File: config.mk
export PLATFORM = sky130hd
export DESIGN_NAME = two_player_chess_clock_unit
export DESIGN_NICKNAME = d
export VERILOG_FILES = /design/src/rtl/tpcc_pkg.sv /design/src/rtl/tpcc_cfg.sv /design/src/rtl/tpcc_core.sv /design/src/rtl/tpcc_conv.sv /design/src/rtl/two_player_chess_clock_unit.sv
export SDC_FILE = /design/constraint.sdc
export NUM_CORES = 2
export LEC_CHECK = 0
export BUFFER_PORTS_ARGS = -buffer_cell sky130_fd_sc_hd__buf_2
export CAP_MARGIN = 40
export CORE_ASPECT_RATIO = 1.1
export CORE_UTILIZATION = 70
export CTS_BUF_LIST = sky130_fd_sc_hd__clkbuf_2 sky130_fd_sc_hd__clkbuf_4 sky130_fd_sc_hd__clkbuf_8
export CTS_CLUSTER_DIAMETER = 50
export DETAILED_ROUTE_END_ITERATION = 7
export PLACE_DENSITY = 0.92
export SLEW_MARGIN = 20
export SYNTH_ARGS = -nofsm -noshare
export SYNTH_HDL_FRONTEND = slang
export SYNTH_HIERARCHICAL = 1
export SYNTH_SLANG_ARGS = --single-unit
File: constraint.sdc
create_clock -name clk -period 9.4 [get_ports clk]
set_input_delay 1.88 -clock clk [delete_from_list [all_inputs] [get_ports clk]]
set_output_delay 1.88 -clock clk [all_outputs]
set_load 0.01 [all_outputs]
File: src/rtl/tpcc_pkg.sv
`default_nettype none

package tpcc_pkg;

	// Field widths of the command and result items.
	localparam int FUNC_W  = 3;
	localparam int TICK_W  = 17;
	localparam int TIME_W  = 20;
	localparam int STATE_W = 3;
	localparam int MIN_W   = 10;
	localparam int SEC_W   = 6;
	localparam int TENTH_W = 4;

	// Clock radices, in tenths of a second.
	localparam int MIN_LIMIT      = 1000;
	localparam int SEC_RADIX      = 60;
	localparam int TENTH_RADIX    = 10;
	localparam int TENTHS_PER_MIN = SEC_RADIX * TENTH_RADIX;

	// Time loaded after reset (thirty minutes) and the largest clock value.
	localparam logic [TIME_W-1:0] INIT_TIME_RESET = TIME_W'(30 * TENTHS_PER_MIN);
	localparam logic [TIME_W-1:0] MAX_TOTAL = TIME_W'(MIN_LIMIT * TENTHS_PER_MIN - 1);

	// Reciprocal constants for exact division by 600, 10 and 60 over the value ranges used.
	localparam int Q600_W   = 11;
	localparam int SHIFT600 = 30;
	localparam logic [20:0] RECIP600 = 21'd1789570;
	localparam int DIV10_W  = 16;
	localparam int SHIFT10  = 23;
	localparam logic [19:0] RECIP10 = 20'd838861;
	localparam int SHIFT60  = 22;
	localparam logic [16:0] RECIP60 = 17'd69906;

	// Command codes.
	localparam logic [FUNC_W-1:0] FUNC_RESET    = 3'd0;
	localparam logic [FUNC_W-1:0] FUNC_START    = 3'd1;
	localparam logic [FUNC_W-1:0] FUNC_PAUSE    = 3'd2;
	localparam logic [FUNC_W-1:0] FUNC_CONTINUE = 3'd3;
	localparam logic [FUNC_W-1:0] FUNC_SWITCH   = 3'd4;
	localparam logic [FUNC_W-1:0] FUNC_ADVANCE  = 3'd5;

	// Game states.
	typedef enum logic [STATE_W-1:0] {
		ST_INITIAL      = 3'd0,
		ST_STARTABLE    = 3'd1,
		ST_WHITE_PAUSED = 3'd2,
		ST_BLACK_PAUSED = 3'd3,
		ST_WHITE_MOVES  = 3'd4,
		ST_BLACK_MOVES  = 3'd5,
		ST_WHITE_WINS   = 3'd6,
		ST_BLACK_WINS   = 3'd7
	} game_state_t;

	typedef struct packed {
		logic [FUNC_W-1:0] func;
		logic [TICK_W-1:0] tick_count;
	} cmd_item_t;

	typedef struct packed {
		logic [STATE_W-1:0] game_state;
		logic               accepted;
		logic [MIN_W-1:0]   black_minutes;
		logic [SEC_W-1:0]   black_seconds;
		logic [TENTH_W-1:0] black_tenths;
		logic [MIN_W-1:0]   white_minutes;
		logic [SEC_W-1:0]   white_seconds;
		logic [TENTH_W-1:0] white_tenths;
	} res_item_t;

	// Per-item status that travels alongside the clock conversion.
	typedef struct packed {
		logic [STATE_W-1:0] game_state;
		logic               accepted;
	} meta_t;

	// Load enables of the conversion stages.
	typedef struct packed {
		logic ld_s2;
		logic ld_s3;
		logic ld_s4;
	} conv_ctl_t;

endpackage

`default_nettype wire

File: src/rtl/tpcc_cfg.sv
`default_nettype none

module tpcc_cfg (
	input  wire logic                          clk,
	input  wire logic                          arst_n,
	input  wire logic                          cfg_valid,
	input  wire logic [tpcc_pkg::TIME_W-1:0]   cfg_data,
	output logic                               busy,
	output logic      [tpcc_pkg::TIME_W-1:0]   load_total
);

	logic [2*tpcc_pkg::TIME_W:0]   prod600;
	logic [tpcc_pkg::TIME_W-1:0]   time_s1;
	logic [tpcc_pkg::Q600_W-1:0]   minutes_s1;
	logic                          valid_s1;
	logic [tpcc_pkg::Q600_W-1:0]   excess;
	logic [tpcc_pkg::TIME_W-1:0]   excess_tenths;
	logic [tpcc_pkg::TIME_W-1:0]   load_total_q;

	// Whole minutes of the written time, by reciprocal multiplication.
	assign prod600 = (2 * tpcc_pkg::TIME_W + 1)'(cfg_data)
		* (2 * tpcc_pkg::TIME_W + 1)'(tpcc_pkg::RECIP600);

	always_ff @(posedge clk or negedge arst_n) begin
		if (!arst_n) begin
			valid_s1 <= 1'b0;
		end else begin
			valid_s1 <= cfg_valid;
		end
	end

	always_ff @(posedge clk) begin
		if (cfg_valid) begin
			time_s1    <= cfg_data;
			minutes_s1 <= prod600[tpcc_pkg::SHIFT600 + tpcc_pkg::Q600_W - 1:tpcc_pkg::SHIFT600];
		end
	end

	// Minutes at or above the limit are clamped to the limit less one; seconds and tenths are kept.
	assign excess = minutes_s1 - tpcc_pkg::Q600_W'(tpcc_pkg::MIN_LIMIT - 1);
	assign excess_tenths = tpcc_pkg::TIME_W'(excess) * tpcc_pkg::TIME_W'(tpcc_pkg::TENTHS_PER_MIN);

	always_ff @(posedge clk or negedge arst_n) begin
		if (!arst_n) begin
			load_total_q <= tpcc_pkg::INIT_TIME_RESET;
		end else if (valid_s1) begin
			if (minutes_s1 >= tpcc_pkg::Q600_W'(tpcc_pkg::MIN_LIMIT)) begin
				load_total_q <= time_s1 - excess_tenths;
			end else begin
				load_total_q <= time_s1;
			end
		end
	end

	assign busy       = valid_s1;
	assign load_total = load_total_q;

endmodule

`default_nettype wire

File: src/rtl/tpcc_core.sv
`default_nettype none

module tpcc_core (
	input  wire logic                         clk,
	input  wire logic                         arst_n,
	input  wire logic                         cmd_accept,
	input  wire tpcc_pkg::cmd_item_t          cmd,
	input  wire logic [tpcc_pkg::TIME_W-1:0]  load_total,
	output tpcc_pkg::meta_t                   meta,
	output logic      [tpcc_pkg::TIME_W-1:0]  white_total,
	output logic      [tpcc_pkg::TIME_W-1:0]  black_total
);

	tpcc_pkg::game_state_t          state_q, state_d;
	logic                           accepted_q, accepted_d;
	logic [tpcc_pkg::TIME_W-1:0]    white_q, white_d;
	logic [tpcc_pkg::TIME_W-1:0]    black_q, black_d;
	logic [tpcc_pkg::TIME_W-1:0]    ticks;
	logic [tpcc_pkg::TIME_W-1:0]    white_left, black_left;

	assign ticks = tpcc_pkg::TIME_W'(cmd.tick_count);

	// Saturating subtraction of the ticks from each clock.
	assign white_left = (ticks >= white_q) ? '0 : white_q - ticks;
	assign black_left = (ticks >= black_q) ? '0 : black_q - ticks;

	// Command decode against the current game state.
	always_comb begin
		state_d    = state_q;
		accepted_d = 1'b0;
		white_d    = white_q;
		black_d    = black_q;
		unique case (cmd.func)
			tpcc_pkg::FUNC_RESET: begin
				if (state_q == tpcc_pkg::ST_INITIAL || state_q == tpcc_pkg::ST_WHITE_PAUSED ||
					state_q == tpcc_pkg::ST_BLACK_PAUSED || state_q == tpcc_pkg::ST_WHITE_WINS ||
					state_q == tpcc_pkg::ST_BLACK_WINS) begin
					white_d    = load_total;
					black_d    = load_total;
					state_d    = tpcc_pkg::ST_STARTABLE;
					accepted_d = 1'b1;
				end
			end
			tpcc_pkg::FUNC_START: begin
				if (state_q == tpcc_pkg::ST_STARTABLE) begin
					state_d    = tpcc_pkg::ST_WHITE_MOVES;
					accepted_d = 1'b1;
				end
			end
			tpcc_pkg::FUNC_PAUSE: begin
				if (state_q == tpcc_pkg::ST_WHITE_MOVES) begin
					state_d    = tpcc_pkg::ST_WHITE_PAUSED;
					accepted_d = 1'b1;
				end else if (state_q == tpcc_pkg::ST_BLACK_MOVES) begin
					state_d    = tpcc_pkg::ST_BLACK_PAUSED;
					accepted_d = 1'b1;
				end
			end
			tpcc_pkg::FUNC_CONTINUE: begin
				if (state_q == tpcc_pkg::ST_WHITE_PAUSED) begin
					state_d    = tpcc_pkg::ST_WHITE_MOVES;
					accepted_d = 1'b1;
				end else if (state_q == tpcc_pkg::ST_BLACK_PAUSED) begin
					state_d    = tpcc_pkg::ST_BLACK_MOVES;
					accepted_d = 1'b1;
				end
			end
			tpcc_pkg::FUNC_SWITCH: begin
				if (state_q == tpcc_pkg::ST_WHITE_MOVES) begin
					state_d    = tpcc_pkg::ST_BLACK_MOVES;
					accepted_d = 1'b1;
				end else if (state_q == tpcc_pkg::ST_BLACK_MOVES) begin
					state_d    = tpcc_pkg::ST_WHITE_MOVES;
					accepted_d = 1'b1;
				end
			end
			tpcc_pkg::FUNC_ADVANCE: begin
				if (state_q == tpcc_pkg::ST_WHITE_MOVES) begin
					white_d    = white_left;
					accepted_d = 1'b1;
					if (white_left == '0) begin
						state_d = tpcc_pkg::ST_BLACK_WINS;
					end
				end else if (state_q == tpcc_pkg::ST_BLACK_MOVES) begin
					black_d    = black_left;
					accepted_d = 1'b1;
					if (black_left == '0) begin
						state_d = tpcc_pkg::ST_WHITE_WINS;
					end
				end
			end
			default: begin
				state_d = state_q;
			end
		endcase
	end

	// Game state and both clocks; they also form the first stage of the result.
	always_ff @(posedge clk or negedge arst_n) begin
		if (!arst_n) begin
			state_q    <= tpcc_pkg::ST_INITIAL;
			accepted_q <= 1'b0;
			white_q    <= '0;
			black_q    <= '0;
		end else if (cmd_accept) begin
			state_q    <= state_d;
			accepted_q <= accepted_d;
			white_q    <= white_d;
			black_q    <= black_d;
		end
	end

	assign meta.game_state = state_q;
	assign meta.accepted   = accepted_q;
	assign white_total     = white_q;
	assign black_total     = black_q;

	// Clocks never exceed the largest displayable time.
	a_white_range: assert property (@(posedge clk) disable iff (!arst_n)
		white_q <= tpcc_pkg::MAX_TOTAL) else $error("white clock out of range");
	a_black_range: assert property (@(posedge clk) disable iff (!arst_n)
		black_q <= tpcc_pkg::MAX_TOTAL) else $error("black clock out of range");
	a_idle_hold: assert property (@(posedge clk) disable iff (!arst_n)
		!cmd_accept |=> $stable(state_q) && $stable(white_q) && $stable(black_q))
		else $error("game state changed without an item");

endmodule

`default_nettype wire

File: src/rtl/tpcc_conv.sv
`default_nettype none

module tpcc_conv (
	input  wire logic                          clk,
	input  wire tpcc_pkg::conv_ctl_t           ctl,
	input  wire logic [tpcc_pkg::TIME_W-1:0]   total,
	output logic      [tpcc_pkg::MIN_W-1:0]    minutes,
	output logic      [tpcc_pkg::SEC_W-1:0]    seconds,
	output logic      [tpcc_pkg::TENTH_W-1:0]  tenths
);

	logic [2*tpcc_pkg::TIME_W-1:0]   prod10;
	logic [tpcc_pkg::TIME_W-1:0]     total_s2;
	logic [tpcc_pkg::DIV10_W-1:0]    secs_s2;
	logic [tpcc_pkg::TIME_W-1:0]     back10;
	logic [32:0]                     prod60;
	logic [tpcc_pkg::DIV10_W-1:0]    secs_s3;
	logic [tpcc_pkg::MIN_W-1:0]      minutes_s3;
	logic [tpcc_pkg::TENTH_W-1:0]    tenths_s3;
	logic [tpcc_pkg::DIV10_W-1:0]    back60;
	logic [tpcc_pkg::MIN_W-1:0]      minutes_s4;
	logic [tpcc_pkg::SEC_W-1:0]      seconds_s4;
	logic [tpcc_pkg::TENTH_W-1:0]    tenths_s4;

	// Stage two: whole seconds of the total.
	assign prod10 = (2 * tpcc_pkg::TIME_W)'(total) * (2 * tpcc_pkg::TIME_W)'(tpcc_pkg::RECIP10);

	always_ff @(posedge clk) begin
		if (ctl.ld_s2) begin
			total_s2 <= total;
			secs_s2  <= prod10[tpcc_pkg::SHIFT10 + tpcc_pkg::DIV10_W - 1:tpcc_pkg::SHIFT10];
		end
	end

	// Stage three: tenths left over, and whole minutes of the seconds.
	assign back10 = tpcc_pkg::TIME_W'(secs_s2) * tpcc_pkg::TIME_W'(tpcc_pkg::TENTH_RADIX);
	assign prod60 = 33'(secs_s2) * 33'(tpcc_pkg::RECIP60);

	always_ff @(posedge clk) begin
		if (ctl.ld_s3) begin
			tenths_s3  <= tpcc_pkg::TENTH_W'(total_s2 - back10);
			secs_s3    <= secs_s2;
			minutes_s3 <= prod60[tpcc_pkg::SHIFT60 + tpcc_pkg::MIN_W - 1:tpcc_pkg::SHIFT60];
		end
	end

	// Stage four: seconds left over; these registers drive the result.
	assign back60 = tpcc_pkg::DIV10_W'(minutes_s3) * tpcc_pkg::DIV10_W'(tpcc_pkg::SEC_RADIX);

	always_ff @(posedge clk) begin
		if (ctl.ld_s4) begin
			minutes_s4 <= minutes_s3;
			seconds_s4 <= tpcc_pkg::SEC_W'(secs_s3 - back60);
			tenths_s4  <= tenths_s3;
		end
	end

	assign minutes = minutes_s4;
	assign seconds = seconds_s4;
	assign tenths  = tenths_s4;

endmodule

`default_nettype wire

File: src/rtl/two_player_chess_clock_unit.sv
`default_nettype none

// Chess clock for two players.
// Commands arrive on the cmd channel (valid/ready); each item gives exactly one
// result item on the res channel (valid/ready): game state, accept flag and both
// clocks as minutes, seconds and tenths.
// The initial time is written on the cfg channel, in tenths of a second. After a
// write, cmd_ready is low in the next cycle while the clamped load value is
// formed. Throughput is one item per cycle when nothing stalls. The game state
// and both clocks are updated when an item is accepted; the result passes stages
// two to four, with two reciprocal-multiply divisions (by ten, then by sixty).
// Every stage has its own valid bit, so a stalled receiver holds only the result
// register and items keep entering until the pipeline is full; then cmd_ready
// falls. Reset clears the game to its initial state with both clocks at zero and
// the initial time at thirty minutes; no result is pending after reset.
module two_player_chess_clock_unit (
	input  wire logic                         clk,
	input  wire logic                         arst_n,
	input  wire logic                         cmd_valid,
	output logic                              cmd_ready,
	input  wire tpcc_pkg::cmd_item_t          cmd,
	output logic                              res_valid,
	input  wire logic                         res_ready,
	output tpcc_pkg::res_item_t               res,
	input  wire logic                         cfg_valid,
	output logic                              cfg_ready,
	input  wire logic [tpcc_pkg::TIME_W-1:0]  cfg_data
);

	logic                           cfg_busy;
	logic [tpcc_pkg::TIME_W-1:0]    load_total;
	logic                           cmd_accept;
	tpcc_pkg::meta_t                meta_s1, meta_s2, meta_s3, meta_s4;
	logic [tpcc_pkg::TIME_W-1:0]    white_total, black_total;
	logic                           valid_s1, valid_s2, valid_s3, valid_s4;
	logic                           ready_s1, ready_s2, ready_s3, ready_s4;
	tpcc_pkg::conv_ctl_t            ctl;

	// Configuration path.
	tpcc_cfg u_cfg (
		.clk        (clk),
		.arst_n     (arst_n),
		.cfg_valid  (cfg_valid),
		.cfg_data   (cfg_data),
		.busy       (cfg_busy),
		.load_total (load_total)
	);

	assign cfg_ready = 1'b1;

	// Stage readiness: a stage moves on when it is empty or the next one moves.
	assign ready_s4   = !valid_s4 || res_ready;
	assign ready_s3   = !valid_s3 || ready_s4;
	assign ready_s2   = !valid_s2 || ready_s3;
	assign ready_s1   = !valid_s1 || ready_s2;
	assign cmd_ready  = ready_s1 && !cfg_busy;
	assign cmd_accept = cmd_valid && cmd_ready;

	assign ctl.ld_s2 = ready_s2;
	assign ctl.ld_s3 = ready_s3;
	assign ctl.ld_s4 = ready_s4;

	// Game state and clock update.
	tpcc_core u_core (
		.clk         (clk),
		.arst_n      (arst_n),
		.cmd_accept  (cmd_accept),
		.cmd         (cmd),
		.load_total  (load_total),
		.meta        (meta_s1),
		.white_total (white_total),
		.black_total (black_total)
	);

	// Valid bits of the result pipeline.
	always_ff @(posedge clk or negedge arst_n) begin
		if (!arst_n) begin
			valid_s1 <= 1'b0;
			valid_s2 <= 1'b0;
			valid_s3 <= 1'b0;
			valid_s4 <= 1'b0;
		end else begin
			if (ready_s1) begin
				valid_s1 <= cmd_accept;
			end
			if (ready_s2) begin
				valid_s2 <= valid_s1;
			end
			if (ready_s3) begin
				valid_s3 <= valid_s2;
			end
			if (ready_s4) begin
				valid_s4 <= valid_s3;
			end
		end
	end

	// Game state and accept flag follow the clock conversion.
	always_ff @(posedge clk) begin
		if (ready_s2) begin
			meta_s2 <= meta_s1;
		end
		if (ready_s3) begin
			meta_s3 <= meta_s2;
		end
		if (ready_s4) begin
			meta_s4 <= meta_s3;
		end
	end

	// Conversion of each clock to minutes, seconds and tenths.
	tpcc_conv u_conv_black (
		.clk     (clk),
		.ctl     (ctl),
		.total   (black_total),
		.minutes (res.black_minutes),
		.seconds (res.black_seconds),
		.tenths  (res.black_tenths)
	);

	tpcc_conv u_conv_white (
		.clk     (clk),
		.ctl     (ctl),
		.total   (white_total),
		.minutes (res.white_minutes),
		.seconds (res.white_seconds),
		.tenths  (res.white_tenths)
	);

	assign res.game_state = meta_s4.game_state;
	assign res.accepted   = meta_s4.accepted;
	assign res_valid      = valid_s4;

	// A configuration write holds off commands for the following cycle.
	a_cfg_block: assert property (@(posedge clk) disable iff (!arst_n)
		cfg_valid |=> !cmd_ready) else $error("item accepted while load value pending");
	// Result digits stay within their radices.
	a_digits: assert property (@(posedge clk) disable iff (!arst_n)
		res_valid |-> res.white_seconds < 6'd60 && res.black_seconds < 6'd60 &&
			res.white_tenths < 4'd10 && res.black_tenths < 4'd10 &&
			res.white_minutes < 10'd1000 && res.black_minutes < 10'd1000)
		else $error("result digit out of range");
	// An accepted item always lands in the first stage.
	a_stage1: assert property (@(posedge clk) disable iff (!arst_n)
		cmd_accept |=> valid_s1) else $error("accepted item lost");
	// A full pipeline with a stalled receiver accepts nothing.
	a_full: assert property (@(posedge clk) disable iff (!arst_n)
		(valid_s1 && valid_s2 && valid_s3 && valid_s4 && !res_ready) |-> !cmd_ready)
		else $error("item accepted into a full pipeline");

endmodule

`default_nettype wire
; ---- Word-level counts from Yosys, hierarchy flattened
; Index checks and enable logic that the tools add are counted.
[word_totals]
register_bits = 232
input_bits = 45
elab_cells = 132
[op_classes]
addsub = 8
n_mul = 10
n_lt_le_gt_ge = 3
n_eq_ne = 23
mux = 29
reduce_logical = 25
[op_table]
columns = operator, n
row1 = 2-to-1 mux 20 bit, 7
row2 = case mux 20 bit (2 select lines), 2
row3 = "multiplier 20 x 20 -> 39 bit, second input constant", 2
row4 = "multiplier 16 x 16 -> 31 bit, second input constant", 2
row5 = >= comparator 17 x 20 -> 1 bit, 2
row6 = logical NOT 20 bit, 2
row7 = "multiplier 20 x 20 -> 40 bit, second input constant", 1
row8 = subtractor 20 x 17 -> 20 bit, 2
row9 = 2-to-1 mux 3 bit, 12
row10 = "multiplier 16 x 3 -> 3 bit, second input constant", 2
row11 = "multiplier 10 x 4 -> 4 bit, second input constant", 2
row12 = subtractor 20 bit, 1
row13 = "equality test 3 bit, second input constant", 6
row14 = case mux 3 bit (6 select lines), 1
row15 = "multiplier 11 x 7 -> 17 bit, second input constant", 1
row16 = "inequality test 3 x 1 -> 1 bit, second input constant", 5
row17 = "equality test 3 x 2 -> 1 bit, second input constant", 4
row18 = subtractor 6 bit, 2
row19 = ">= comparator 11 x 10 -> 1 bit, second input constant", 1
row20 = "subtractor 11 x 10 -> 11 bit, second input constant", 1
row21 = AND reduction 10 bit, 1
row22 = logical OR 1 bit, 8
row23 = "inequality test 2 x 1 -> 1 bit, second input constant", 4
row24 = subtractor 4 bit, 2
row25 = other kinds (13), 25

; ---- Longest topological paths before layout
[depth]
word_depth = 8
ltp_mapped = 27

; ---- Modules after synthesis
; Netlist, hierarchy kept.
[modules_own_cells]
columns = mod, instances, cells_each, area_each_um2
row1 = tpcc_conv at u_conv_black, 1, 1033, 11320.9
row2 = tpcc_conv at u_conv_white, 1, 990, 11006.8
row3 = tpcc_cfg, 1, 1008, 10122.2
row4 = tpcc_core, 1, 599, 4713.3
row5 = two_player_chess_clock_unit, 1, 30, 546.8

; ---- Least setup slack after synthesis
; Ideal clock, no wire load.
[synth_timing]
kind = input-to-reg
start = in cfg_data[9] (netlist bit)
end = reg u_cfg/minutes_s1[10] (netlist bit) (data pin)
setup_time_ns = 0.260
t_arrival_ns = 7.071
path_slack_ns = 2.069
path_stages = 22
path_buffers = 0
path_cell_list = fa_1 -> fa_1 -> inv_1 -> fa_1 -> inv_1 -> fa_1 -> inv_1 -> fa_1 -> inv_1 -> ha_1 -> inv_1 -> fa_1 -> inv_1 -> ha_1 -> nand2_1 -> o21ai_0 -> nor4_1 -> and4_1 -> or3_1 -> o211ai_1 -> a31oi_1 -> xnor2_1
[synth_via]
elab_chain_len = 1
[synth_lines]
columns = item, line
row1 = from (decl), two_player_chess_clock_unit.sv:27  ; input wire logic [tpcc_pkg::TIME_W-1:0] cfg_data
row2 = multiplier 20 x 20 -> 40 bit, tpcc_cfg.sv:22  ; * (2 * tpcc_pkg::TIME_W + 1)'(tpcc_pkg::RECIP600);
row3 = "named net u_cfg.prod600, one bit", tpcc_cfg.sv:12  ; logic [2*tpcc_pkg::TIME_W:0] prod600;
row4 = to (signal assigned), tpcc_cfg.sv:35  ; minutes_s1 <= prod600[tpcc_pkg::SHIFT600 + tpcc_pkg::Q600_W - 1:tpcc_pkg::SHIFT600];
row5 = to (decl), tpcc_cfg.sv:14  ; logic [tpcc_pkg::Q600_W-1:0] minutes_s1;
; The timed path passes the listed nets, and every way through them passes these cells.
; A chain may end at the register's enable or synchronous reset.

; ---- Final worst setup path
[layout_timing]
start = in cfg_data[11] (netlist bit)
end = reg u_cfg/minutes_s1[8] (netlist bit) (data pin)
; Same word-level chain as after synthesis.

==> flow_summary.json <==
{
  "post_drt_wl_per_cell_um": 21.5,
  "min_to": "u_conv_black/tenths_s3[0]$_DFFE_PP_",
  "reg2reg_slack_ns": 2.38,
  "finalCritPeriodShare_pct": 80.1,
  "seq_area_frac_synth_pct": 17.6,
  "hold_violations": 0,
  "die_area_sq_um": 54800,
  "path_cells": "buf_2 -> fa_1 -> fa_1 -> inv_1 -> fa_1 -> inv_1 -> fa_1 -> inv_1 -> fa_1 -> inv_1 -> ha_1 -> inv_1 -> fa_1 -> inv_1 -> ha_1 -> a21oi_1 -> o211ai_1 -> a32oi_1 -> nor3b_1 -> or3_1 -> o21ai_1 -> o41ai_1 -> xnor2_1",
  "crit_fanout": 9,
  "reg2reg_from": "u_cfg/minutes_s1[0]$_DFFE_PP_",
  "final.setup.worst_slack_ns": 1.87,
  "hp-class": "register to register",
  "cts_resized": 0,
  "outcome": "finished, final reports clean",
  "fin_nets": 5096,
  "syn_nets": 5000,
  "synthTopCellsByArea": "ha_1, fa_1, edfxtp_1",
  "min_period_ns": 7.53,
  "cts_tree": "done",
  "grt_pass1_wl_um": 154000,
  "final_cell_count_no_fill": 4466,
  "skew_ns": 0.0351,
  "crit_slowest_cell": "fa_1",
  "synth_area_sq_um": 37700,
  "synth_edf_count": 163,
  "tightest_slew_ns": 0.879,
  "syn_inst": 3660,
  "holdCritStartpoint": "u_conv_black/total_s2[0]$_DFFE_PP_",
  "synth_cell_type_count": 106,
  "die_w_um": 223,
  "drc": 0,
  "tns_ns": 0,
  "synth_largest_area_cell": "ha_1",
  "slew_headroom_pct": 39.9,
  "grt.overflow.total": 0,
  "drive_gt1_share_pct": 6.54,
  "antenna_found_initial": 5,
  "place.detailed.hpwl_um": 79700,
  "worstSetupPathType": "input port to register",
  "worst_setup_path_end_kind": "register",
  "clockBufferDepth": 3,
  "rows": 88,
  "viasPerCell": 6.29,
  "cts.sinks": 232,
  "grt_max_degree": 44,
  "yosys_warnings": 6,
  "max_freq_mhz": 133,
  "ant_nets": 0,
  "setup_viol": 0,
  "vias": 28100,
  "ys.flop_type": "edfxtp_1",
  "postCtsSetupRepairBufs": 0,
  "ios": 92,
  "finalMaxSlewViolations": 0,
  "core-area_sq_um": 52900,
  "worst_ep_required_time_ns": 9.78,
  "worst_ep_arrival_time_ns": 7.91,
  "dpl.cell_count": 4385,
  "insertion_delay_ns": 0.64,
  "reg2reg_depth": 26,
  "r2r_end": "u_cfg/load_total[19]$_DFFE_PN0P_",
  "postSynth.asyncResetShare_pct": 29.7,
  "hold_buffers": 0,
  "synth_area_per_cell_sq_um": 10.3,
  "initial_core_util_pct": 71.4,
  "portBuffers": 90,
  "hold_depth": 0,
  "diodes": 0,
  "cp-start-kind": "input port",
  "critPathMaxStageDelay_ns": 0.55,
  "ys_ff_latch": 232,
  "drt_iter0_drc": 2429,
  "synth_top_area_share_pct": 28.4,
  "cts_root_buf": "clkbuf_8",
  "max_cap_violations": 0,
  "place_ws_ns": 1.36,
  "place.gp.congestion": 0.996,
  "wirelength_um": 95900,
  "drt_pass1_iterations": 6,
  "synth_common_cells": "ha_1, inv_1, fa_1",
  "yosysMostFrequentCell": "ha_1",
  "grt_pass1_vias": 30300,
  "die_h_um": 245,
  "htreeDepth": 2,
  "numCtsBuffers": 43,
  "rsz0062_at_grt": "false",
  "syn2layout_area_growth_pct": 5.85,
  "clk_pin_slew_ns": 0.07,
  "grt_usage_pct": 35.9
}
[state kept, by name (all words and copies together) (netlist names), 6 cells and up]
| signal | count |
|---|---|
| u_cfg/time_s1 | 20 |
| u_core/black_total | 20 |
| u_conv_white/minutes_s3 | 10 |
| u_cfg/minutes_s1 | 11 |
| u_conv_white/secs_s2 | 16 |
| u_conv_black/minutes_s3 | 10 |
| u_conv_white/minutes | 10 |
| u_core/white_total | 20 |
| u_cfg/load_total | 20 |
| u_conv_black/secs_s2 | 16 |
| u_conv_black/secs_s3 | 6 |
| u_conv_black/seconds | 6 |
| u_conv_white/seconds | 6 |
| u_conv_black/minutes | 10 |
| u_conv_white/secs_s3 | 6 |
[cell usage in the layout, fill, tap and decap left out, types with 9 or more instances in the layout]
master and count:
or2_2 9, dfrtp_1 64, nand4_1 36, ha_1 856
a21oi_1 170, or3_1 13, fa_1 439, nand2_1 130
clkbuf_4 11, clkbuf_8 44, nor2b_1 19, nor2_1 117
and2_1 25, buf_2 90, o21ai_1 17, inv_1 749
a31oi_1 23, nand3_1 55, xnor2_1 98, o211ai_1 26
xor2_1 84, nor4_1 13, nor3_1 37, and3_1 19
o21a_1 40, o21bai_1 12, and4_1 9, a211oi_1 18
nand2b_1 16, a21o_1 72, o31ai_1 9, mux2i_1 9
mux2_2 12, edfxtp_1 163, o21ai_0 93
[metal layers]
metal,vias to the layer above,track usage (%),share of wire [%]
met1,13500,40.9,37
met3,467,6.18,6.9
met2,1412,63.9,50
met4,10,20.3,6.1
met5,-,0,0.072
li1,12600,-,-
[worst max-delay path, delay by kind of cell]
family | cells | cell delay [ns]
AND/OR/NAND/NOR | 2 | 0.69
XOR/XNOR | 1 | 0.13
buffers and inverters | 7 | 0.56
adder cells (fa/ha/maj) | 8 | 3.52
AO/OA/AOI/OAI | 5 | 1.12
[logic make-up after synthesis]
kind of cell    Yosys count  synth area share [%]
simple gates            538                  7.31
fa+ha+maj              1296                  51.7
flops                   232                  17.6
mux                      23                 0.677
xor+xnor                182                  4.23
other cells               1               0.00994
buf+inv                 801                  8.07
compound gates          587                  10.4
[through the flow]
| step | area (sq um) | util (%) | hold slack (ns) |
|---|---|---|---|
| 2_1_floorplan | 37700 | - | 0.400 |
| 3_3_place_gp | 38800 | 73.5 | 0.400 |
| 3_5_place_dp | 38900 | 73.7 | 0.405 |
| 4_1_cts | 39900 | 75.5 | 0.393 |
| 5_1_grt | 39900 | 75.5 | 0.410 |
| 6_report | 39900 | 75.5 | 0.411 |
[how the worst max path moves through the flow]
stage / start / end / slack, ns / cells after the start
after floorplan: cfg_data[9] / u_cfg/minutes_s1[10]$_DFFE_PP_ / 2.07 / 22
after global placement: cfg_data[11] / u_cfg/minutes_s1[10]$_DFFE_PP_ / 1.54 / 23
after detailed placement: cfg_data[11] / u_cfg/minutes_s1[8]$_DFFE_PP_ / 1.36 / 23
after CTS: cfg_data[11] / u_cfg/minutes_s1[8]$_DFFE_PP_ / 1.99 / 23
after global routing: cfg_data[11] / u_cfg/minutes_s1[8]$_DFFE_PP_ / 1.72 / 23
final: cfg_data[11] / u_cfg/minutes_s1[8]$_DFFE_PP_ / 1.87 / 23
[cell type report]
class	instances	area (sq um)
Sequential cell	232	6630
Fill cell	3258	12900
Clock inverter	25	277
Timing Repair Buffer	102	611
Clock buffer	55	688
Tap cell	675	845
Multi-Input combinational cell	2627	28100
Inverter	750	2820
Power is not shown: default switching activity piles up to over one toggle a cycle in this logic, so the estimate is an artifact.
